<file path="config.mk">
export PLATFORM = sky130hd
export DESIGN_NAME = dfru_queue
export DESIGN_NICKNAME = d
export VERILOG_FILES = /design/src/rtl/core/dfru_queue.sv
export SDC_FILE = /design/constraint.sdc
export NUM_CORES = 1
export LEC_CHECK = 0
export BUFFER_PORTS_ARGS = -buffer_cell sky130_fd_sc_hd__buf_2
export CORE_UTILIZATION = 55
export CTS_CLUSTER_DIAMETER = 60
export DETAILED_ROUTE_END_ITERATION = 8
export GPL_TIMING_DRIVEN = 0
export PLACE_DENSITY = 0.84
export SLEW_MARGIN = 20
export SYNTH_ARGS = -nofsm -noshare
export SYNTH_HDL_FRONTEND = slang
export SYNTH_SLANG_ARGS = --single-unit
</file>
<file path="constraint.sdc">
create_clock -name aclk -period 2.88 [get_ports aclk]
set_input_delay 0.576 -clock aclk [delete_from_list [all_inputs] [get_ports aclk]]
set_output_delay 0.576 -clock aclk [all_outputs]
set_load 0.02 [all_outputs]
</file>
<file path="src/rtl/core/dfru_queue.sv">
// ----------------------------------------------------------------------------
// dfru_queue: small register FIFO
// First-word fall-through queue with occupancy count.
// ----------------------------------------------------------------------------
module dfru_queue #(
    parameter int WIDTH = 8,
    parameter int DEPTH = 4,
    parameter int PTR_W = (DEPTH > 1) ? $clog2(DEPTH) : 1,
    parameter int CNT_W = $clog2(DEPTH + 1)
) (
    input  logic             aclk,
    input  logic             aresetn,
    input  logic             push,
    input  logic [WIDTH-1:0] in_data,
    input  logic             pop,
    output logic [WIDTH-1:0] out_data,
    output logic             full,
    output logic             empty,
    output logic [CNT_W-1:0] count
);

    logic [WIDTH-1:0] slot_reg [DEPTH];
    logic [PTR_W-1:0] wr_ptr_reg, wr_ptr_next;
    logic [PTR_W-1:0] rd_ptr_reg, rd_ptr_next;
    logic [CNT_W-1:0] cnt_reg, cnt_next;
    logic             do_push, do_pop;

    assign full     = (cnt_reg == CNT_W'(DEPTH));
    assign empty    = (cnt_reg == '0);
    assign count    = cnt_reg;
    assign out_data = slot_reg[rd_ptr_reg];
    assign do_push  = push && !full;
    assign do_pop   = pop && !empty;

    always_comb begin
        wr_ptr_next = wr_ptr_reg;
        rd_ptr_next = rd_ptr_reg;
        cnt_next    = cnt_reg;
        if (do_push) begin
            wr_ptr_next = (wr_ptr_reg == PTR_W'(DEPTH - 1)) ? '0 : wr_ptr_reg + 1'b1;
        end
        if (do_pop) begin
            rd_ptr_next = (rd_ptr_reg == PTR_W'(DEPTH - 1)) ? '0 : rd_ptr_reg + 1'b1;
        end
        if (do_push && !do_pop) begin
            cnt_next = cnt_reg + 1'b1;
        end else if (do_pop && !do_push) begin
            cnt_next = cnt_reg - 1'b1;
        end
    end

    always_ff @(posedge aclk) begin
        if (!aresetn) begin
            wr_ptr_reg <= '0;
            rd_ptr_reg <= '0;
            cnt_reg    <= '0;
        end else begin
            wr_ptr_reg <= wr_ptr_next;
            rd_ptr_reg <= rd_ptr_next;
            cnt_reg    <= cnt_next;
        end
    end

    always_ff @(posedge aclk) begin
        if (do_push) begin
            slot_reg[wr_ptr_reg] <= in_data;
        end
    end

endmodule

</file>
==> flow_summary.ini, run 1 <==
[logic_synthesis]
synth-edff-count = 32
avgSynthCellArea_um2 = 17.5
synthFlopType = edfxtp_1
netlist_instances = 93
syn_area_um2 = 1630
synthesis.nets = 112
async_flop_share_pct = 0
yosysSeqAreaShare_pct = 70.0
ys_ff_latch = 41
yosysUniqueCellTypes = 23
synth_warnings = 0

[grt]
antenna_found_initial = 0
grt-ovfl-total = 0
grt_pass1_vias = 852
grt_start_max_net_pins = 14
gr-usage-all-layers_pct = 18.1
grt_first_pass_wirelength_mm = 3.98

[setup_path]
reg2reg_depth = 7
cp-start-kind = register
setup.worst_path.start = count[0]
endpoint_kind = register
r2r-start = count[0]
reg2reg_to = count[2]
path_max_fanout = 6
crit_type = reg2reg
r2r_slack_ns = 0.51
cp.required_ns = 3.16
cp-endpoint = count[2]
critical_path_arrival_ns = 2.65

[die]
die-height_um = 56.4
coreArea_um2 = 2780
fp.dieW_um = 56.4
ioPinCount = 25
rows = 19
start_util_pct = 58.6
dieArea_um2 = 3190

[routing]
vias = 848
drc = 0
first_pass_iters = 4
drt_iter0_markers = 21
viasPerCell = 5.44
wl_per_cell_um = 16.0
final_antenna_net_count = 0
routed_wl_mm = 2.50

[clock_tree]
tritoncts = built
cts_root_buffer = clkbuf_4
clock_path_buffers = 2
path_clk_slew_ns = 0.12
cts_setup_buffers = 0
cts_hold_buf = 0
cts-htree-levels = 2
cts.sinks = 41
cts.repair.resized = 0
clkLatencyLatePin_ns = 0.34
cts_buffers = 5

[finish]
nFillCells = 190
drive_gt1_share_pct = 34.4
area_growth_pct = 16.0
multi_input_area_um2 = 460
seq_area_um2 = 1140
num-nets-final = 143
num_antenna_cells = 0
largest_reg_flops = 32
post-route-util_pct = 68.0

[sta]
period_share_pct = 82.4
hold_viol_final = 0
worstMarginPinSlew_ns = 0.572
final-setup-viol-count = 0
fin_crit_ns = 2.37
slew-limit-headroom_pct = 61.6
rsz0062_at_grt = false
skew_ns = 0.00477
setup_slack_ns = 0.506
hold_ws_ns = 0.440
drv_slew = 0
max_freq_mhz = 421
fin_tns_setup_ns = 0

[pwr]
power.density_nw_per_um2 = 909
ir_drop_mv = 0.707
p_leak_uw = 0.000713
p_total_uw = 1720

[placed_design]
portBuffers = 24
gp_congestion = 0.734
pre_cts_ws_ns = 0.531
dp_hpwl_mm = 1.75

[run_status]
status = completed

[hold_path]
holdCritPathClass = in2reg

[run]
cap_violations = 0
## routing by layer
metal  global-route usage, %  up-vias  wire, µm
li1                        -      408         -
met1                    21.2      421      1040
met2                    30.4       13      1320
met3                    7.14        6        87
met4                    6.27        0        47
met5                       0        -         0
## metrics by stage
step	std cells	cell area, µm²
after CTS	156	1890
after detailed placement	148	1790
after global placement	148	1790
final	156	1890
after global routing	156	1890
after floorplan	93	1630
## worst min-delay path by stage
stage,from,end,cells past startpoint
4_1_cts,in_data[7],slot_reg[2][7],1
3_3_place_gp,wr_ptr_reg[1],wr_ptr_reg[1],2
3_5_place_dp,wr_ptr_reg[1],wr_ptr_reg[1],2
2_1_floorplan,wr_ptr_reg[1],wr_ptr_reg[1],2
6_report,in_data[7],slot_reg[2][7],1
5_1_grt,in_data[5],slot_reg[2][5],1
## cell type report
type                            instances  share of cell area [%]
Sequential cell                        41                    60.3
Multi-Input combinational cell         45                    24.3
Timing Repair Buffer                   24                    6.35
Clock inverter                          3                    3.44
Tap cell                               31                    2.05
Clock buffer                            5                    1.98
Buffer                                  4                   0.926
Inverter                                3                   0.595
## critical path, cell delays in order, from the launching register on
cell      delay [ns]
dfxtp_1         0.40
o31ai_1         0.54
ha_1            0.29
inv_1           0.06
fa_1            0.38
xor2_1          0.16
or3_1           0.30
a21boi_0        0.17
## synth_stat cells, types with 2 or more instances
cell type,instances,area (µm²)
nand2_1,6,22.5
nor2_1,2,7.51
nor2b_1,2,12.5
o21ai_0,3,15.0
nand3_1,2,10.0
ha_1,6,75.1
inv_1,3,11.3
mux4_2,8,180
and2_1,5,31.3
mux2i_1,3,30.0
dfxtp_1,9,180
buf_2,2,10.0
edfxtp_1,32,961
## power by group
part	internal (µW)	switching, µW	total, µW
combinational	216	277	493
sequential	727	49.5	777
clock	269	182	451
total	1210	508	1720
## cell families after synthesis
group / Yosys count / synth area share (%)
simple gates: 20 / 6.60
buf+inv: 7 / 1.76
flops: 41 / 70.0
mux: 11 / 12.9
compound gates: 5 / 1.84
fa+ha+maj: 7 / 5.83
xor+xnor: 2 / 1.07
## cell usage in the layout (no fill, tap or decap), types with 2 or more instances in the layout
master	instances
edfxtp_1	32
buf_2	26
dfxtp_1	9
mux4_2	8
nand2_1	6
ha_1	6
and2_1	5
clkbuf_4	5
inv_1	3
mux2i_1	3
o21ai_0	3
nor2b_1	2
nor2_1	2
nand3_1	2
bufinv_16	2
Note: power is estimated with default switching activity, not from simulation.
==> inputs of run 2 (changes only) <==
Clock period 2.88 ns to 2.5 ns, I/O delays scaled along.
==> run 2 against run 1 <==
Compared with the run above: register-to-register slack worse by 0.24 ns; final cell count did not move; clock skew hardly changed; flip-flop and latch count unchanged; design area grew 0.26%; worst setup slack got worse by 0.24 ns; via count increased by 0.24%; core utilization grew 0.18 points; sequential share of layout area is 0.16 points lower; largest cell class unchanged; largest power group unchanged.
==> flow_summary.ini, run 2 (same netlist as run 1, synthesis figures left out) <==
[run_status]
status = completed

[sta]
max_freq_mhz = 447
worstMarginPinSlew_ns = 0.493
slew-limit-headroom_pct = 67.1
skew_ns = 0.00453
fin_tns_setup_ns = 0
final-setup-viol-count = 0
fin_crit_ns = 2.24
hold_viol_final = 0
drv_slew = 0
period_share_pct = 89.4
rsz0062_at_grt = false

[routing]
drc = 0
met3RoutedLength_um = 94
final_antenna_net_count = 0
routed_wl_mm = 2.50
dr.max_layer_used = met4
drt_iter0_markers = 25
vias = 850
wl_per_cell_um = 16.0
route.met2.wl_mm = 1.32
viasPerCell = 5.45
first_pass_iters = 4
wl_met1_mm = 1.04

[finish]
final_common_cell = edfxtp_1
layout_common_cells = 32 x edfxtp_1, 26 x buf_2, 9 x dfxtp_1
area_growth_pct = 16.3
post-route-util_pct = 68.2
multi_input_area_um2 = 465
num_antenna_cells = 0
seq_area_um2 = 1140
drive_gt1_share_pct = 35.2
largest_reg_flops = 32
nFillCells = 193
num-nets-final = 143

[hold_path]
holdCritPathClass = in2reg
hp-start = in_data[7]

[clock_tree]
cts_setup_buffers = 0
cts.sinks = 41
cts_root_buffer = clkbuf_4
cts_hold_buf = 0
tritoncts = built
path_clk_slew_ns = 0.12
clkLatencyLatePin_ns = 0.34
cts_buffers = 5
clock_path_buffers = 2
cts-htree-levels = 2

[setup_path]
r2r-start = count[0]
cp.required_ns = 2.78
setup.worst_path.start = count[0]
endpoint_kind = register
cp-start-kind = register
path_max_fanout = 7
critical_path_arrival_ns = 2.51
crit_type = reg2reg

[grt]
grt_first_pass_wirelength_mm = 3.98
antenna_found_initial = 0
grt_pass1_vias = 852
grt_start_max_net_pins = 14
gr-usage-all-layers_pct = 18.1
grt-ovfl-total = 0

[pwr]
ir_drop_mv = 0.813
p_leak_uw = 0.000713
power.density_nw_per_um2 = 1050

[die]
ioPinCount = 25
dieArea_um2 = 3190
coreArea_um2 = 2780
start_util_pct = 58.6
fp.dieW_um = 56.4
rows = 19
die-height_um = 56.4

[run]
cap_violations = 0

[placed_design]
portBuffers = 24
gp_congestion = 0.734
dp_hpwl_mm = 1.75
## run 2: cell count changes in the layout (fill, tap and decap cells not counted)
cell / previous run / this run
o31ai_1: 1 / 0
o31ai_2: 0 / 1
## run 2: cell type report
| type | count | share of cell area (%) |
|---|---|---|
| clock inverters | 3 | 3.43 |
| flip-flops and latches | 41 | 60.2 |
| multi-input cells | 45 | 24.5 |
| repair buffers | 24 | 6.33 |
| plain buffers | 4 | 0.923 |
| inverters | 3 | 0.594 |
| well taps | 31 | 2.04 |
| clock buffers | 5 | 1.98 |
## run 2: worst paths after layout
kind / slack (ns) / depth (start not counted) / end
setup / recovery: 0.26 / 9 / count[2]
hold / removal: 0.36 / 1 / slot_reg[2][7]
setup reg to reg: 0.26 / 9 / count[2]
hold reg to reg: 0.51 / 2 / wr_ptr_reg[1]
## run 2: what timing repair did
item                                    in CTS  in global routing
hold endpoints to repair                     0                  0
endpoints found under the setup margin       0                  1
gates resized for setup                      0                  1
## run 2: critical path, cell delays in order (launching register included)
cell,delay [ns]
dfxtp_1,0.50
nor3b_2,0.09
nor2b_1,0.13
buf_2,0.19
ha_1,0.20
inv_1,0.06
fa_1,0.38
xor2_1,0.16
or3_1,0.30
a21boi_0,0.17
## run 2: per-layer routing
metal	global-route usage (%)	vias to the layer above
met5	0	-
met4	6.27	0
met2	30.4	15
met1	21.2	420
li1	-	409
met3	7.14	6
## run 2: power breakdown
part / switching (µW) / total, µW / leakage [µW] / internal (µW)
registers: 59.4 / 897 / 0.000367 / 838
logic: 319 / 570 / 0.000290 / 251
clock network: 210 / 519 / 0.0000552 / 310
total: 588 / 1990 / 0.000713 / 1400
## run 2: metrics by stage
stage / instance area (µm²) / instances / setup slack [ns] / power [µW] / hold WS (ns)
floorplan: 1630 / 93 / 0.279 / 1320 / 0.468
global placement: 1790 / 148 / 0.275 / 1460 / 0.479
detailed placement: 1790 / 148 / 0.151 / 1490 / 0.503
CTS: 1890 / 156 / 0.104 / 2000 / 0.351
global route: 1900 / 156 / 0.101 / 2090 / 0.329
finish: 1900 / 156 / 0.264 / 1990 / 0.364
==> inputs of run 3 (changes only) <==
Settings changed: CORE_UTILIZATION 55 to 59, PLACE_DENSITY 0.84 to 0.88, SKIP_LAST_GASP from default to 1.
Clock period 2.5 ns to 2.65 ns, I/O delays scaled along.
==> run 3 against run 2 <==
Compared with the run above: clock power is 22% lower; die area fell by 6.6%; core utilization increased by 5.4 points; worst setup slack improved by 0.013 ns; hold slack gained 0.029 ns; count of clock-buffer cells in the layout unchanged; largest cell class unchanged; highest routed layer unchanged.
==> flow_summary.ini, run 3 (same netlist as run 1, synthesis figures left out) <==
[run_status]
status = completed

[pwr]
ir_drop_mv = 0.737
p_seq_share_pct = 47.0
swShare_pct = 31.9
power_frac_clock_pct = 22.6
p_int_uw = 1230
p_sw_uw = 573
power_frac_comb_pct = 30.4
power.density_nw_per_um2 = 961
p_total_uw = 1800
p_leak_uw = 0.000700

[sta]
slew-limit-headroom_pct = 62.2
hold_viol_final = 0
period_share_pct = 89.5
fin_crit_ns = 2.37
final-setup-viol-count = 0
skew_ns = 0.00596
worstMarginPinSlew_ns = 0.562
fin_tns_setup_ns = 0
setup_slack_ns = 0.277
drv_slew = 0
rsz0062_at_grt = false
max_freq_mhz = 421

[clock_tree]
cts_root_buffer = clkbuf_4
clkLatencyLatePin_ns = 0.34
cts.repair.resized = 0
tritoncts = built
clock_path_buffers = 2
cts_setup_buffers = 0
cts_buffers = 5
cts-htree-levels = 2
cts.sinks = 41
path_clk_slew_ns = 0.12
cts_hold_buf = 0

[die]
coreArea_um2 = 2540
start_util_pct = 64.1
fp.dieW_um = 54.6
rows = 18
ioPinCount = 25
die-height_um = 54.6
dieArea_um2 = 2980

[setup_path]
path_buf_inv = 1
cp-start-kind = register
crit_type = reg2reg
cp_cell_sequence = o31ai_1 > ha_1 > inv_1 > fa_1 > xor2_1 > or3_1 > a21boi_0
cpMaxStageDelayCell = o31ai_1
critical_path_arrival_ns = 2.65
crit_family = compound AO/OA/AOI/OAI gates
slowest_delay_ns = 0.55
cp.required_ns = 2.92
endpoint_kind = register
path_max_fanout = 6

[routing]
viasPerCell = 5.76
drc = 0
vias = 893
drt_iter0_markers = 19
wl_per_cell_um = 16.9
final_antenna_net_count = 0
first_pass_iters = 4
routed_wl_mm = 2.62

[run]
cap_violations = 0

[placed_design]
portBuffers = 24
gp_congestion = 0.672
dp_hpwl_mm = 1.85
pre_cts_ws_ns = 0.277

[finish]
largest_reg_flops = 32
final_common_cell = edfxtp_1
layout_common_cells = 32 x edfxtp_1, 26 x buf_2, 9 x dfxtp_1
num-nets-final = 143
area_growth_pct = 14.8
drive_gt1_share_pct = 34.4
num_antenna_cells = 0

[grt]
grt_first_pass_wirelength_mm = 4.30
antenna_found_initial = 0
grt_start_max_net_pins = 15
gr-usage-all-layers_pct = 22.9
grt-ovfl-total = 0
grt_pass1_vias = 939

[hold_path]
holdCritPathClass = in2reg
## run 3: final timing paths
path         cells after the start             end           from  slack (ns)
max                              7        count[2]       count[1]        0.28
min                              1  slot_reg[0][3]     in_data[3]        0.39
max reg2reg                      7        count[2]       count[1]        0.28
min reg2reg                      2   wr_ptr_reg[0]  wr_ptr_reg[0]        0.54
## run 3: power groups by stage
stage	logic, µW	clock network (µW)	registers (µW)
2_1_floorplan	381	0	866
3_3_place_gp	525	0	852
3_5_place_dp	550	0	861
4_1_cts	554	407	846
5_1_grt	603	440	862
6_report	547	406	846
## run 3: through the flow
| stage | hold slack, ns | std cells | utilization, % | instance area (µm²) |
|---|---|---|---|---|
| after floorplan | 0.468 | 93 | - | 1630 |
| after global placement | 0.484 | 147 | 70.3 | 1790 |
| after detailed placement | 0.524 | 147 | 70.3 | 1790 |
| after CTS | 0.384 | 155 | 73.5 | 1870 |
| after global routing | 0.360 | 155 | 73.5 | 1870 |
| final | 0.393 | 155 | 73.5 | 1870 |
## run 3: layer usage
| layer | track usage, % | share of wire [%] |
|---|---|---|
| met5 | 0 | 0 |
| met4 | 10.7 | 1.8 |
| met3 | 8.33 | 4.8 |
| met2 | 37.6 | 53 |
| met1 | 26.5 | 41 |
## run 3: cell type report
type / instances / area [µm²]
clock inverters: 3 / 46.3
clock buffers: 5 / 37.5
fillers: 163 / 673
multi-input cells: 45 / 460
plain buffers: 4 / 17.5
repair buffers: 24 / 120
well taps: 30 / 37.5
inverters: 3 / 11.3
flip-flops and latches: 41 / 1140
