## config.mk

```make
export PLATFORM = sky130hd
export DESIGN_NAME = dfru_front
export DESIGN_NICKNAME = d
export VERILOG_FILES = /design/src/rtl/core/dfru_pkg.sv /design/src/rtl/core/dfru_front.sv
export SDC_FILE = /design/constraint.sdc
export NUM_CORES = 1
export LEC_CHECK = 0
export BUFFER_PORTS_ARGS = -buffer_cell sky130_fd_sc_hd__buf_2
export CAP_MARGIN = 20
export CELL_PAD_IN_SITES_DETAIL_PLACEMENT = 1
export CELL_PAD_IN_SITES_GLOBAL_PLACEMENT = 2
export CORE_AREA = 2 2 194 196
export CTS_BUF_LIST = sky130_fd_sc_hd__clkbuf_16
export CTS_CLUSTER_DIAMETER = 200
export DETAILED_ROUTE_END_ITERATION = 6
export DIE_AREA = 0 0 196 198
export HOLD_SLACK_MARGIN = 0.1
export PLACE_DENSITY = 0.9
export SETUP_SLACK_MARGIN = 0.2
export SYNTH_ARGS = -nofsm -noshare
export SYNTH_HDL_FRONTEND = slang
export SYNTH_SLANG_ARGS = --single-unit
```

## constraint.sdc

```tcl
create_clock -name aclk -period 15.2 [get_ports aclk]
set_clock_uncertainty 0.2 [all_clocks]
set_input_delay 0 -clock aclk [delete_from_list [all_inputs] [get_ports aclk]]
set_output_delay 0 -clock aclk [all_outputs]
set_load 0.01 [all_outputs]
```

## src/rtl/core/dfru_pkg.sv

```systemverilog
// ----------------------------------------------------------------------------
// dfru_pkg: shared types and constants of the delta frame row updater
// Operation, status and parse mode codes, register indexes, command and
// result records passed between the front, the queues and the back.
// ----------------------------------------------------------------------------
package dfru_pkg;

    localparam int MAX_WIDTH_DEF  = 512;
    localparam int MAX_HEIGHT_DEF = 256;

    localparam int OP_W       = 2;
    localparam int SIZE_W     = 16;
    localparam int BYTE_W     = 8;
    localparam int PIX_X_W    = 9;
    localparam int PIX_Y_W    = 8;
    localparam int STATUS_W   = 3;
    localparam int COLOR_W    = 16;
    localparam int FWIDTH_W   = 10;
    localparam int FHEIGHT_W  = 9;
    localparam int CFG_IDX_W  = 2;
    localparam int CFG_DATA_W = 16;
    localparam int S_TDATA_W  = 48;
    localparam int M_TDATA_W  = 24;

    localparam logic [FWIDTH_W-1:0]  FWIDTH_RST  = 10'd320;
    localparam logic [FHEIGHT_W-1:0] FHEIGHT_RST = 9'd240;
    localparam logic [COLOR_W-1:0]   FG_RST      = 16'hFFFF;
    localparam logic [COLOR_W-1:0]   BG_RST      = 16'h0000;

    localparam int CMD_QUEUE_DEPTH = 4;
    localparam int OUT_QUEUE_DEPTH = 2;

    typedef enum logic [OP_W-1:0] {
        OP_START = 2'd0,
        OP_DATA  = 2'd1,
        OP_READ  = 2'd2
    } op_t;

    typedef enum logic [STATUS_W-1:0] {
        ST_OK     = 3'd0,
        ST_DONE   = 3'd1,
        ST_ERR    = 3'd2,
        ST_NOREC  = 3'd3,
        ST_PIX    = 3'd4,
        ST_PIXOOR = 3'd5
    } status_t;

    typedef enum logic [2:0] {
        MODE_IDLE    = 3'd0,
        MODE_RAW     = 3'd1,
        MODE_COUNT   = 3'd2,
        MODE_ROWNUM  = 3'd3,
        MODE_ROWDATA = 3'd4
    } mode_t;

    typedef enum logic [CFG_IDX_W-1:0] {
        CFG_FWIDTH  = 2'd0,
        CFG_FHEIGHT = 2'd1,
        CFG_FG      = 2'd2,
        CFG_BG      = 2'd3
    } cfg_idx_t;

    typedef struct packed {
        status_t           status;
        logic              wr_en;
        logic              rd_en;
        logic [2:0]        bit_sel;
        logic [BYTE_W-1:0] wdata;
        logic              frame_valid;
    } cmd_ctrl_t;

    typedef struct packed {
        status_t            status;
        logic [COLOR_W-1:0] color;
        logic               frame_valid;
    } result_t;

endpackage

```

## src/rtl/core/dfru_front.sv

```systemverilog
// ----------------------------------------------------------------------------
// dfru_front: item intake and record parser
// Accepts one item a cycle while in_ready holds, runs the record parse state
// machine and turns each item into one store command with its final status.
// ----------------------------------------------------------------------------
module dfru_front #(
    parameter int MAX_WIDTH  = dfru_pkg::MAX_WIDTH_DEF,
    parameter int MAX_HEIGHT = dfru_pkg::MAX_HEIGHT_DEF,
    parameter int ADDR_W     = 14
) (
    input  logic                            aclk,
    input  logic                            aresetn,
    input  logic                            in_valid,
    output logic                            in_ready,
    input  logic [dfru_pkg::OP_W-1:0]       in_op,
    input  logic [dfru_pkg::SIZE_W-1:0]     in_record_size,
    input  logic [dfru_pkg::BYTE_W-1:0]     in_data_byte,
    input  logic [dfru_pkg::PIX_X_W-1:0]    in_pixel_x,
    input  logic [dfru_pkg::PIX_Y_W-1:0]    in_pixel_y,
    input  logic [dfru_pkg::FWIDTH_W-1:0]   cfg_fwidth,
    input  logic [dfru_pkg::FHEIGHT_W-1:0]  cfg_fheight,
    input  logic                            cmd_full,
    input  logic                            clr_busy,
    output logic                            cmd_push,
    output dfru_pkg::cmd_ctrl_t             cmd_ctrl,
    output logic [ADDR_W-1:0]               cmd_addr
);

    localparam int RL_MAX = (MAX_WIDTH + 7) / 8;
    localparam int RL_W   = $clog2(RL_MAX + 1);
    localparam int DEPTH  = RL_MAX * MAX_HEIGHT;
    localparam int BL_W   = $clog2(DEPTH + 1);
    localparam int TR_W   = (BL_W > 8) ? BL_W : 8;
    localparam int WA_W   = TR_W + RL_W + 1;
    localparam int RA_W   = dfru_pkg::PIX_Y_W + RL_W + 1;
    localparam int EXP_W  = dfru_pkg::BYTE_W + RL_W + 1;
    localparam int FB_W   = RL_W + dfru_pkg::FHEIGHT_W;

    dfru_pkg::mode_t   mode_reg, mode_next;
    logic [BL_W-1:0]   bytes_left_reg, bytes_left_next;
    logic [7:0]        rows_left_reg, rows_left_next;
    logic [TR_W-1:0]   target_row_reg, target_row_next;
    logic [RL_W-1:0]   byte_in_row_reg, byte_in_row_next;
    logic              valid_reg, valid_next;

    dfru_pkg::op_t                   op;
    logic [dfru_pkg::FWIDTH_W-1:0]   eff_w;
    logic [dfru_pkg::FHEIGHT_W-1:0]  eff_h;
    logic [RL_W-1:0]                 rl;
    logic [FB_W-1:0]                 fb;
    logic [EXP_W-1:0]                expect_len;
    logic [WA_W-1:0]                 waddr_full;
    logic [RA_W-1:0]                 raddr_full;
    logic [BL_W-1:0]                 left_dec;
    logic [7:0]                      rows_dec;
    logic [RL_W-1:0]                 bir_inc;
    logic                            accept;
    logic                            zero_geo, size_zero, size_big, size_raw, start_ok;
    logic                            count_bad, rownum_bad, row_end, in_store, in_range;
    dfru_pkg::status_t               status;
    logic                            wr_en, rd_en;

    assign op       = dfru_pkg::op_t'(in_op);
    assign in_ready = !cmd_full && !clr_busy;
    assign accept   = in_valid && in_ready;

    assign eff_w = (32'(cfg_fwidth) > 32'(MAX_WIDTH)) ?
                   dfru_pkg::FWIDTH_W'(MAX_WIDTH) : cfg_fwidth;
    assign eff_h = (32'(cfg_fheight) > 32'(MAX_HEIGHT)) ?
                   dfru_pkg::FHEIGHT_W'(MAX_HEIGHT) : cfg_fheight;
    assign rl    = RL_W'(({1'b0, eff_w} + 11'd7) >> 3);
    assign fb    = FB_W'(rl) * FB_W'(eff_h);

    assign zero_geo  = (eff_w == '0) || (eff_h == '0);
    assign size_zero = (in_record_size == '0);
    assign size_big  = 32'(in_record_size) > 32'(fb);
    assign size_raw  = 32'(in_record_size) == 32'(fb);
    assign start_ok  = !zero_geo && !size_zero && !size_big;

    assign expect_len = EXP_W'(in_data_byte) * (EXP_W'(rl) + 1'b1) + 1'b1;
    assign count_bad  = (in_data_byte == '0) || ({1'b0, in_data_byte} > eff_h) ||
                        (32'(bytes_left_reg) != 32'(expect_len));
    assign rownum_bad = ({1'b0, in_data_byte} >= eff_h);

    assign left_dec = (bytes_left_reg == '0) ? '0 : bytes_left_reg - 1'b1;
    assign rows_dec = (rows_left_reg == '0) ? '0 : rows_left_reg - 1'b1;
    assign bir_inc  = byte_in_row_reg + 1'b1;
    assign row_end  = (bir_inc >= rl);

    assign waddr_full = WA_W'(target_row_reg) * WA_W'(rl) + WA_W'(byte_in_row_reg);
    assign in_store   = (waddr_full < WA_W'(DEPTH));
    assign raddr_full = RA_W'(in_pixel_y) * RA_W'(rl) + RA_W'(in_pixel_x >> 3);
    assign in_range   = ({1'b0, in_pixel_x} < eff_w) && ({1'b0, in_pixel_y} < eff_h);

    always_comb begin
        mode_next = mode_reg;
        case (op)
            dfru_pkg::OP_START: begin
                if (!start_ok) begin
                    mode_next = dfru_pkg::MODE_IDLE;
                end else if (size_raw) begin
                    mode_next = dfru_pkg::MODE_RAW;
                end else begin
                    mode_next = dfru_pkg::MODE_COUNT;
                end
            end
            dfru_pkg::OP_DATA: begin
                case (mode_reg)
                    dfru_pkg::MODE_RAW: begin
                        if (left_dec == '0) begin
                            mode_next = dfru_pkg::MODE_IDLE;
                        end
                    end
                    dfru_pkg::MODE_COUNT: begin
                        mode_next = count_bad ? dfru_pkg::MODE_IDLE : dfru_pkg::MODE_ROWNUM;
                    end
                    dfru_pkg::MODE_ROWNUM: begin
                        mode_next = rownum_bad ? dfru_pkg::MODE_IDLE : dfru_pkg::MODE_ROWDATA;
                    end
                    dfru_pkg::MODE_ROWDATA: begin
                        if (row_end) begin
                            mode_next = (rows_dec == '0) ? dfru_pkg::MODE_IDLE :
                                                          dfru_pkg::MODE_ROWNUM;
                        end
                    end
                    default: begin
                        mode_next = dfru_pkg::MODE_IDLE;
                    end
                endcase
            end
            default: begin
                mode_next = mode_reg;
            end
        endcase
    end

    always_comb begin
        bytes_left_next  = bytes_left_reg;
        rows_left_next   = rows_left_reg;
        target_row_next  = target_row_reg;
        byte_in_row_next = byte_in_row_reg;
        valid_next       = valid_reg;
        status           = dfru_pkg::ST_ERR;
        wr_en            = 1'b0;
        rd_en            = 1'b0;
        case (op)
            dfru_pkg::OP_START: begin
                bytes_left_next  = '0;
                rows_left_next   = '0;
                target_row_next  = '0;
                byte_in_row_next = '0;
                if (zero_geo) begin
                    status = dfru_pkg::ST_ERR;
                end else if (size_zero) begin
                    valid_next = 1'b1;
                    status     = dfru_pkg::ST_DONE;
                end else if (size_big) begin
                    status = dfru_pkg::ST_ERR;
                end else begin
                    bytes_left_next = BL_W'(in_record_size);
                    status          = dfru_pkg::ST_OK;
                end
            end
            dfru_pkg::OP_DATA: begin
                case (mode_reg)
                    dfru_pkg::MODE_RAW: begin
                        wr_en            = in_store;
                        bytes_left_next  = left_dec;
                        byte_in_row_next = row_end ? '0 : bir_inc;
                        target_row_next  = row_end ? target_row_reg + 1'b1 : target_row_reg;
                        if (left_dec == '0) begin
                            valid_next = 1'b1;
                            status     = dfru_pkg::ST_DONE;
                        end else begin
                            status = dfru_pkg::ST_OK;
                        end
                    end
                    dfru_pkg::MODE_COUNT: begin
                        if (count_bad) begin
                            status = dfru_pkg::ST_ERR;
                        end else begin
                            bytes_left_next = left_dec;
                            rows_left_next  = in_data_byte;
                            status          = dfru_pkg::ST_OK;
                        end
                    end
                    dfru_pkg::MODE_ROWNUM: begin
                        bytes_left_next = left_dec;
                        if (rownum_bad) begin
                            status = dfru_pkg::ST_ERR;
                        end else begin
                            target_row_next  = TR_W'(in_data_byte);
                            byte_in_row_next = '0;
                            status           = dfru_pkg::ST_OK;
                        end
                    end
                    dfru_pkg::MODE_ROWDATA: begin
                        wr_en           = in_store;
                        bytes_left_next = left_dec;
                        status          = dfru_pkg::ST_OK;
                        if (row_end) begin
                            byte_in_row_next = '0;
                            rows_left_next   = rows_dec;
                            if (rows_dec == '0) begin
                                valid_next = 1'b1;
                                status     = dfru_pkg::ST_DONE;
                            end
                        end else begin
                            byte_in_row_next = bir_inc;
                        end
                    end
                    default: begin
                        status = dfru_pkg::ST_NOREC;
                    end
                endcase
            end
            dfru_pkg::OP_READ: begin
                if (in_range) begin
                    rd_en  = 1'b1;
                    status = dfru_pkg::ST_PIX;
                end else begin
                    status = dfru_pkg::ST_PIXOOR;
                end
            end
            default: begin
                status = dfru_pkg::ST_ERR;
            end
        endcase
    end

    assign cmd_push             = accept;
    assign cmd_ctrl.status      = status;
    assign cmd_ctrl.wr_en       = wr_en;
    assign cmd_ctrl.rd_en       = rd_en;
    assign cmd_ctrl.bit_sel     = in_pixel_x[2:0];
    assign cmd_ctrl.wdata       = in_data_byte;
    assign cmd_ctrl.frame_valid = valid_next;
    assign cmd_addr             = wr_en ? ADDR_W'(waddr_full) : ADDR_W'(raddr_full);

    always_ff @(posedge aclk) begin
        if (!aresetn) begin
            mode_reg        <= dfru_pkg::MODE_IDLE;
            bytes_left_reg  <= '0;
            rows_left_reg   <= '0;
            target_row_reg  <= '0;
            byte_in_row_reg <= '0;
            valid_reg       <= 1'b0;
        end else if (accept) begin
            mode_reg        <= mode_next;
            bytes_left_reg  <= bytes_left_next;
            rows_left_reg   <= rows_left_next;
            target_row_reg  <= target_row_next;
            byte_in_row_reg <= byte_in_row_next;
            valid_reg       <= valid_next;
        end
    end

    a_idle_data_keeps_idle: assert property (@(posedge aclk) disable iff (!aresetn)
        (accept && op == dfru_pkg::OP_DATA && mode_reg == dfru_pkg::MODE_IDLE)
        |=> (mode_reg == dfru_pkg::MODE_IDLE))
        else $error("data byte while idle opened a record");

    a_valid_sticky: assert property (@(posedge aclk) disable iff (!aresetn)
        valid_reg |=> valid_reg)
        else $error("frame valid flag dropped");

    a_one_store_access: assert property (@(posedge aclk) disable iff (!aresetn)
        accept |-> $onehot0({wr_en, rd_en, status == dfru_pkg::ST_PIXOOR}))
        else $error("item issued more than one store access");

endmodule

```

==> results.rst, run 1 <==
.. list-table::
   :header-rows: 1

   * - Metric
     - Value
   * - Initial Util
     - 0.403
   * - Post-CTS resize count
     - 0
   * - Power per cell area
     - 56.5 nW/um^2
   * - Slowest-stage cell, CP
     - sky130_fd_sc_hd__dlygate4sd3_1
   * - Mapped Area
     - 14900 sq um
   * - Total track usage
     - 0.241
   * - Number of warnings reported in the yosys synthesis log
     - 0
   * - Asr flop ratio synth
     - 0
   * - Antenna violations before repair
     - 1
   * - Min-Delay Path Class
     - in -> reg
   * - Fmax
     - 116 MHz
   * - Number of iterations in the first detailed-routing pass
     - 5
   * - Number of distinct library cell variants in the gate-level netlist after synthesis
     - 69
   * - Setup slack after placement
     - 7.20 ns
   * - Die boundary width
     - 196 um
   * - Maximum vdd drop
     - 40.1 uV
   * - Setup repair after global routing missed its margin
     - false
   * - Hpwl dp
     - 37100 um
   * - Top post-synthesis cells by area
     - sky130_fd_sc_hd__fa_1 (24%), sky130_fd_sc_hd__ha_1 (18%), sky130_fd_sc_hd__inv_1 (6.7%), sky130_fd_sc_hd__dfxtp_1 (6.6%), sky130_fd_sc_hd__nand2_1 (5.6%)
   * - Total Power Consumption
     - 920 uW
   * - Data required time of the critical path
     - 15.25 ns
   * - Maximum number of pins on one net before global-route repair
     - 36
   * - Final setup margin
     - 6.55 ns
   * - Synth Area per Inst
     - 7.88 sq um
   * - Placement Cell Area
     - 15700 sq um
   * - Placed instance count
     - 2388
   * - Number of cells produced by synthesis
     - 1888
   * - Cell repeated most along the worst path
     - sky130_fd_sc_hd__fa_1
   * - Start-to-end type of the worst setup path
     - in -> reg
   * - Count of buffers added by post-CTS timing repair for setup
     - 0
   * - Final cell count without fillers
     - 2432
   * - Average vias per placed instance
     - 5.52
   * - Number of cells on the worst hold path
     - 4
   * - Via Count
     - 13400
   * - Total of endpoints with negative setup slack in the final report
     - 0
   * - Clock latency at the later pin of the worst-skew pair
     - 0.30 ns
   * - Wire length of the first global-routing pass
     - 75400 um
   * - Final worst-path cycle share
     - 0.569
   * - Maximum Capacitance Violations
     - 0
   * - Area share of the largest cell type after synthesis
     - 0.235
   * - Number of cells traversed by the worst register-to-register path
     - 10
   * - First-iteration detailed-routing DRC count
     - 542
   * - Overall routed net length
     - 45500 um
   * - Kind of end point of the critical path
     - flip-flop
   * - Number of synthesized flops with an enable pin
     - 0
   * - Clock slew seen by the registers of the worst setup and hold paths
     - 0.07 ns
   * - Total clock buffers created by CTS
     - 5
   * - Sort of element at the start of the critical path
     - input pin
   * - Fill cell total of the finished layout
     - 4543
   * - Register bit count reported by yosys
     - 49
   * - Arrival time of the worst setup path
     - 8.70 ns
   * - Headroom to the max-slew limit
     - 0.294
   * - Die Outline Area
     - 38800 sq um
   * - Core Footprint
     - 37000 sq um
   * - Worst-path maximum fanout
     - 29
   * - Count of hold buffers inserted by post-cts repair
     - 35
   * - Delay of the slowest cell on the worst path
     - 0.60 ns
   * - Post-route DRC violation count
     - 0
   * - Shortest period the worst path allows
     - 8.65 ns
   * - Post-synthesis to final-layout area growth
     - 9.37%
   * - Max Transition Viols Final
     - 0
   * - Proportion of synthesized chip area in sequential cells
     - 0.0659
   * - Most common cell after layout, fill and taps aside
     - sky130_fd_sc_hd__inv_1
   * - Wire length per cell
     - 18.7 um
   * - Final Hold Vio Count
     - 0
   * - Result of the run
     - completed
   * - Number of global-route vias before repair
     - 14400
   * - CTS tree
     - done
   * - H-Tree Depth
     - 2
   * - Core Rows
     - 71
   * - Vert. Die Dim
     - 198 um
   * - Layout cells sized above 1
     - 0.0746
   * - Weighted congestion at the end of routability-driven global placement
     - 0.887
   * - Most frequent cells in the layout
     - sky130_fd_sc_hd__inv_1 (264), sky130_fd_sc_hd__nand2_1 (223), sky130_fd_sc_hd__ha_1 (213)
   * - Area taken by multi-input logic gates
     - 12500 sq um
   * - Leakage power
     - 8.25 nW
   * - Aggregate global routing overflow
     - 0
   * - Final net count
     - 2411
   * - Flip-flop cell with the highest count after synthesis
     - sky130_fd_sc_hd__dfxtp_1
   * - Synth area leader
     - sky130_fd_sc_hd__fa_1
   * - Final design area excluding fillers
     - 16300 sq um
   * - Minimum setup slack among reg-to-reg paths
     - 11.24 ns
   * - Worst Max-Slew Pin Slew
     - 1.05 ns
   * - Remaining antenna violation count
     - 0
   * - IO Port Bufs
     - 99
   * - Register Area
     - 981 sq um
   * - # clock sinks
     - 49
   * - IO Count
     - 100
   * - Sum Neg Setup Slack
     - 0 ns
   * - Buffers from clock root to sink, at most
     - 2
   * - CTS Root Buffer Type
     - sky130_fd_sc_hd__clkbuf_16
==> metal layers <==
| metal | wire [um] | up-vias | GRT usage |
|---|---|---|---|
| met4 | 463 | 0 | 0.0340 |
| met2 | 22300 | 217 | 0.429 |
| met5 | 0 | - | 0 |
| met3 | 1330 | 27 | 0.00988 |
| li1 | - | 6353 | - |
| met1 | 21400 | 6836 | 0.332 |
==> per-stage QoR <==
step / hold slack, ns / utilization
floorplan: -0.153 / -
global placement: -0.00283 / 0.425
detailed placement: -0.00301 / 0.426
CTS: 0.121 / 0.440
global route: 0.131 / 0.440
finish: 0.128 / 0.440
==> power breakdown <==
| group | leakage (nW) | total (mW) | internal, mW | switching [mW] |
|---|---|---|---|---|
| Sequential | 0.395 | 0.132 | 0.129 | 0.00229 |
| Clock | 0.0938 | 0.149 | 0.0942 | 0.0548 |
| Combinational | 7.76 | 0.639 | 0.264 | 0.375 |
| Total | 8.25 | 0.920 | 0.488 | 0.432 |
==> synthesized netlist by cell type, drive strengths merged (18+ instances only) <==
library cell    n
buf            18
nor4           23
ha            213
fa            175
nor2          127
inv           264
o21ai          67
and2          120
nand3          31
nor2b          21
a21o           22
clkbuf         75
nand2         223
a21oi          72
mux2i          22
dfxtp          49
xor2           30
xnor2          48
nor3           42
nand2b         30
==> cell families (layout without fill, tap and decap cells) <==
group                      count (synthesis)  count (layout)  synth area share
muxes                                     26              26            0.0178
DFF                                       49              49            0.0659
AOI/OAI and AO/OA                        292             292             0.129
other                                      2               9          0.000505
adders and majority gates                388             388             0.414
xor gates and xnor gates                  78              78            0.0459
buffers and inverters                    357             420            0.0943
and+or+nand+nor                          696             696             0.232
==> worst paths after layout <==
path | from | end
worst min register to register | valid_reg | valid_reg
worst min-delay path | in_data_byte[7] | target_row_reg[7]
worst max-delay path | cfg_fwidth[0] | bytes_left_reg[13]
worst max register to register | bytes_left_reg[13] | bytes_left_reg[1]
==> layout make-up <==
| class | count | area share |
|---|---|---|
| clock buffers | 5 | 0.00769 |
| multi-input cells | 1488 | 0.771 |
| clock inverters | 3 | 0.00400 |
| well taps | 474 | 0.0364 |
| repair buffers | 148 | 0.0597 |
| diodes | 1 | 0.000154 |
| inverters | 264 | 0.0609 |
| flip-flops and latches | 49 | 0.0603 |
==> critical path: cells and delay by family <==
| kind | cells | cell delay, ns |
|---|---|---|
| simple gates | 7 | 1.44 |
| buf+inv | 7 | 1.81 |
| fa+ha+maj | 6 | 2.78 |
| mux | 1 | 0.13 |
| compound gates | 9 | 2.25 |
| xor+xnor | 2 | 0.29 |
Note: power is estimated with default switching activity, not from simulation.
==> run 2, diff against run 1 <==
Settings changed: CORE_AREA 2 2 194 196 to 2 2 210 212, DIE_AREA 0 0 196 198 to 0 0 212 214, PLACE_DENSITY 0.9 to 0.82.
Clock period 15.2 ns to 7.85 ns, I/O delays scaled along.
==> run 2 against run 1 <==
  * Die area up 17%
  * Utilization down 5.6 points
  * Sequential power up 93%
  * Global-route usage down 2.9 points
  * Final area up 1.3%
==> results.rst, run 2 (synthesis results as in run 1) <==
.. list-table::
   :header-rows: 1

   * - Metric
     - Value
   * - Result of the run
     - completed
   * - Sort of element at the start of the critical path
     - input pin
   * - Maximum Capacitance Violations
     - 0 (unchanged)
   * - Part of the total power dissipated in the clock network
     - 0.133 (-0.029)
   * - Total clock buffers created by CTS
     - 5 (unchanged)
   * - Aggregate global routing overflow
     - 0 (unchanged)
   * - Vert. Die Dim
     - 214 um (+8.1%)
   * - Max Transition Viols Final
     - 0 (unchanged)
   * - Sum Neg Setup Slack
     - 0 ns (unchanged)
   * - Final net count
     - 2423 (+0.50%)
   * - Leakage power
     - 8.30 nW (+0.57%)
   * - Total Power Consumption
     - 1.76 mW (+91%)
   * - Arrival time of the worst setup path
     - 7.04 ns (-1.66 ns)
   * - Overall routed net length
     - 47600 um (+4.7%)
   * - Total buffers and inverters traversed by the critical path
     - 4 (-3)
   * - Remaining antenna violation count
     - 0 (unchanged)
   * - Initial Util
     - 0.347 (-0.0557)
   * - Number of iterations in the first detailed-routing pass
     - 5 (unchanged)
   * - Final cell count without fillers
     - 2554 (+5.0%)
   * - Most common cell after layout, fill and taps aside
     - sky130_fd_sc_hd__inv_1
   * - Delay of the slowest cell on the worst path
     - 0.53 ns (-0.07 ns)
   * - Worst Max-Slew Pin Slew
     - 0.859 ns (-0.189 ns)
   * - Buffers from clock root to sink, at most
     - 2 (unchanged)
   * - Power per cell area
     - 107 nW/um^2 (+89%)
   * - Net load switching power
     - 866 uW (+100%)
   * - Shortest period the worst path allows
     - 7.24 ns
   * - Fmax
     - 138 MHz
   * - Min-Delay Path Class
     - in -> reg
   * - Register Area
     - 981 sq um (unchanged)
   * - Data required time of the critical path
     - 7.65 ns (-7.60 ns)
   * - Worst-path maximum fanout
     - 28 (-3.4%)
   * - Maximum number of pins on one net before global-route repair
     - 33 (-8.3%)
   * - P_int
     - 895 uW (+84%)
   * - Via Count
     - 13500 (+0.39%)
   * - Diode count
     - 0 (-1)
   * - Number of global-route vias before repair
     - 14500 (+0.55%)
   * - Wire length of the first global-routing pass
     - 77000 um (+2.2%)
   * - Post-route DRC violation count
     - 0 (unchanged)
   * - IO Count
     - 100 (unchanged)
   * - Kind of end point of the critical path
     - output pin
   * - Final Hold Vio Count
     - 0 (unchanged)
   * - Wire length per cell
     - 18.6 um (-0.32%)
   * - Die boundary width
     - 212 um (+8.2%)
   * - Total of endpoints with negative setup slack in the final report
     - 0 (unchanged)
   * - Layout cells sized above 1
     - 0.0889 (+0.0143)
   * - Maximum vdd drop
     - 72.9 uV (+82%)
   * - Switch share
     - 0.492 (+0.0218)
   * - Core Rows
     - 76 (+7.0%)
   * - Cell repeated most along the worst path
     - sky130_fd_sc_hd__fa_1
   * - Weighted congestion at the end of routability-driven global placement
     - 0.878 (-1.0%)
   * - Fill cell total of the finished layout
     - 5217 (+15%)
   * - H-Tree Depth
     - 2 (unchanged)
   * - CTS Root Buffer Type
     - sky130_fd_sc_hd__clkbuf_16
   * - Part of the total power dissipated in sequential elements
     - 0.145 (+0.002)
   * - Setup repair after global routing missed its margin
     - false
   * - Headroom to the max-slew limit
     - 0.423 (+0.129)
   * - Average vias per placed instance
     - 5.28 (-4.4%)
   * - Critical path's top delay family
     - adder cells
   * - Most frequent cells in the layout
     - sky130_fd_sc_hd__inv_1 (263), sky130_fd_sc_hd__nand2_1 (223), sky130_fd_sc_hd__ha_1 (213)
   * - Final worst-path cycle share
     - 0.922
   * - # clock sinks
     - 49 (unchanged)
   * - Post-synthesis to final-layout area growth
     - 10.8%
   * - Total track usage
     - 0.212 (-0.0288)
   * - Share of total power in combinational logic
     - 0.722 (+0.027)
   * - Worst hold slack after final layout
     - 0.151 ns (+0.0233 ns)
   * - Die Outline Area
     - 45400 sq um (+17%)
   * - Clock slew seen by the registers of the worst setup and hold paths
     - 0.07 ns (about the same)
   * - First-iteration detailed-routing DRC count
     - 693 (+28%)
   * - Antenna violations before repair
     - 0 (-1)
   * - Start-to-end type of the worst setup path
     - in -> out
   * - Hpwl dp
     - 39100 um (+5.4%)
   * - IO Port Bufs
     - 99 (unchanged)
   * - Area taken by multi-input logic gates
     - 12600 sq um (+0.45%)
   * - Crit path cell chain
     - buf_2 > o31a_1 > and3_1 > nand4b_1 > xnor2_4 > buf_6 > nand2_1 > fa_1 > inv_1 > fa_1 > fa_1 > fa_1 > ha_1 > or3_1 > o2111a_1 > o311a_1 > or4b_1 > a21oi_1 > and4_1 > nand4b_4 > mux2_2 > buf_2
   * - Slowest-stage cell, CP
     - sky130_fd_sc_hd__fa_1
   * - CTS tree
     - done
   * - Placed instance count
     - 2516 (+5.4%)
   * - Core Footprint
     - 42900 sq um (+16%)
   * - Clock latency at the later pin of the worst-skew pair
     - 0.31 ns (about the same)
run 2: final cells by class:
class,count,share of cell area
Inverter,264,0.0601
Clock buffer,5,0.00759
Clock inverter,3,0.00106
Multi-Input combinational cell,1488,0.765
Sequential cell,49,0.0595
Timing Repair Buffer,160,0.0628
Tap cell,585,0.0444
run 2: through the flow:
stage               area [sq um]  setup slack, ns  utilization
finish                     16500            0.612        0.384
global route               16500            0.206        0.384
CTS                        16400            0.220        0.382
detailed placement         16000          -0.0215        0.373
global placement           16000            0.251        0.373
floorplan                  14900            0.561            -
run 2: final timing paths:
path / startpoint / endpoint / slack, ns / cells past startpoint
worst max register to register: byte_in_row_reg[0] / rows_left_reg[3] / 4.05 / 15
worst min register to register: valid_reg / valid_reg / 0.31 / 1
worst max-delay path: cfg_fwidth[3] / cmd_addr[0] / 0.61 / 22
worst min-delay path: in_data_byte[7] / target_row_reg[7] / 0.15 / 4
run 2: layer usage:
layer	global-route usage	vias to the layer above	routed length (um)
met5	0	-	0
met1	0.290	6815	22400
met4	0.0413	0	816
li1	-	6385	-
met3	0.0252	45	1760
met2	0.360	240	22600
run 2: timing repair:
| action | 4_1_cts | 5_1_grt |
|---|---|---|
| buffers inserted | 0 | 1 |
| endpoints found under the setup margin | 0 | 32 |
| hold buffers | 28 | 0 |
| gates resized for setup | 0 | 17 |
| endpoints found under the hold margin | 30 | 0 |
run 2: power by group through the flow:
| stage | registers, mW | logic (mW) | clock network (mW) |
|---|---|---|---|
| 4_1_cts | 0.255 | 1.28 | 0.237 |
| 2_1_floorplan | 0.258 | 0.882 | 0 |
| 5_1_grt | 0.255 | 1.44 | 0.248 |
| 6_report | 0.255 | 1.27 | 0.234 |
| 3_5_place_dp | 0.261 | 1.25 | 0 |
| 3_3_place_gp | 0.261 | 1.22 | 0 |
run 2: worst register-to-register path: cells and delay by family (launching register included):
kind / cells / cell delay [ns]
buffers and inverters: 1 / 0.23
XOR/XNOR: 1 / 0.11
flip-flops: 1 / 0.45
AND/OR/NAND/NOR: 5 / 0.71
adder cells (fa/ha/maj): 2 / 0.61
AO/OA/AOI/OAI: 6 / 1.36
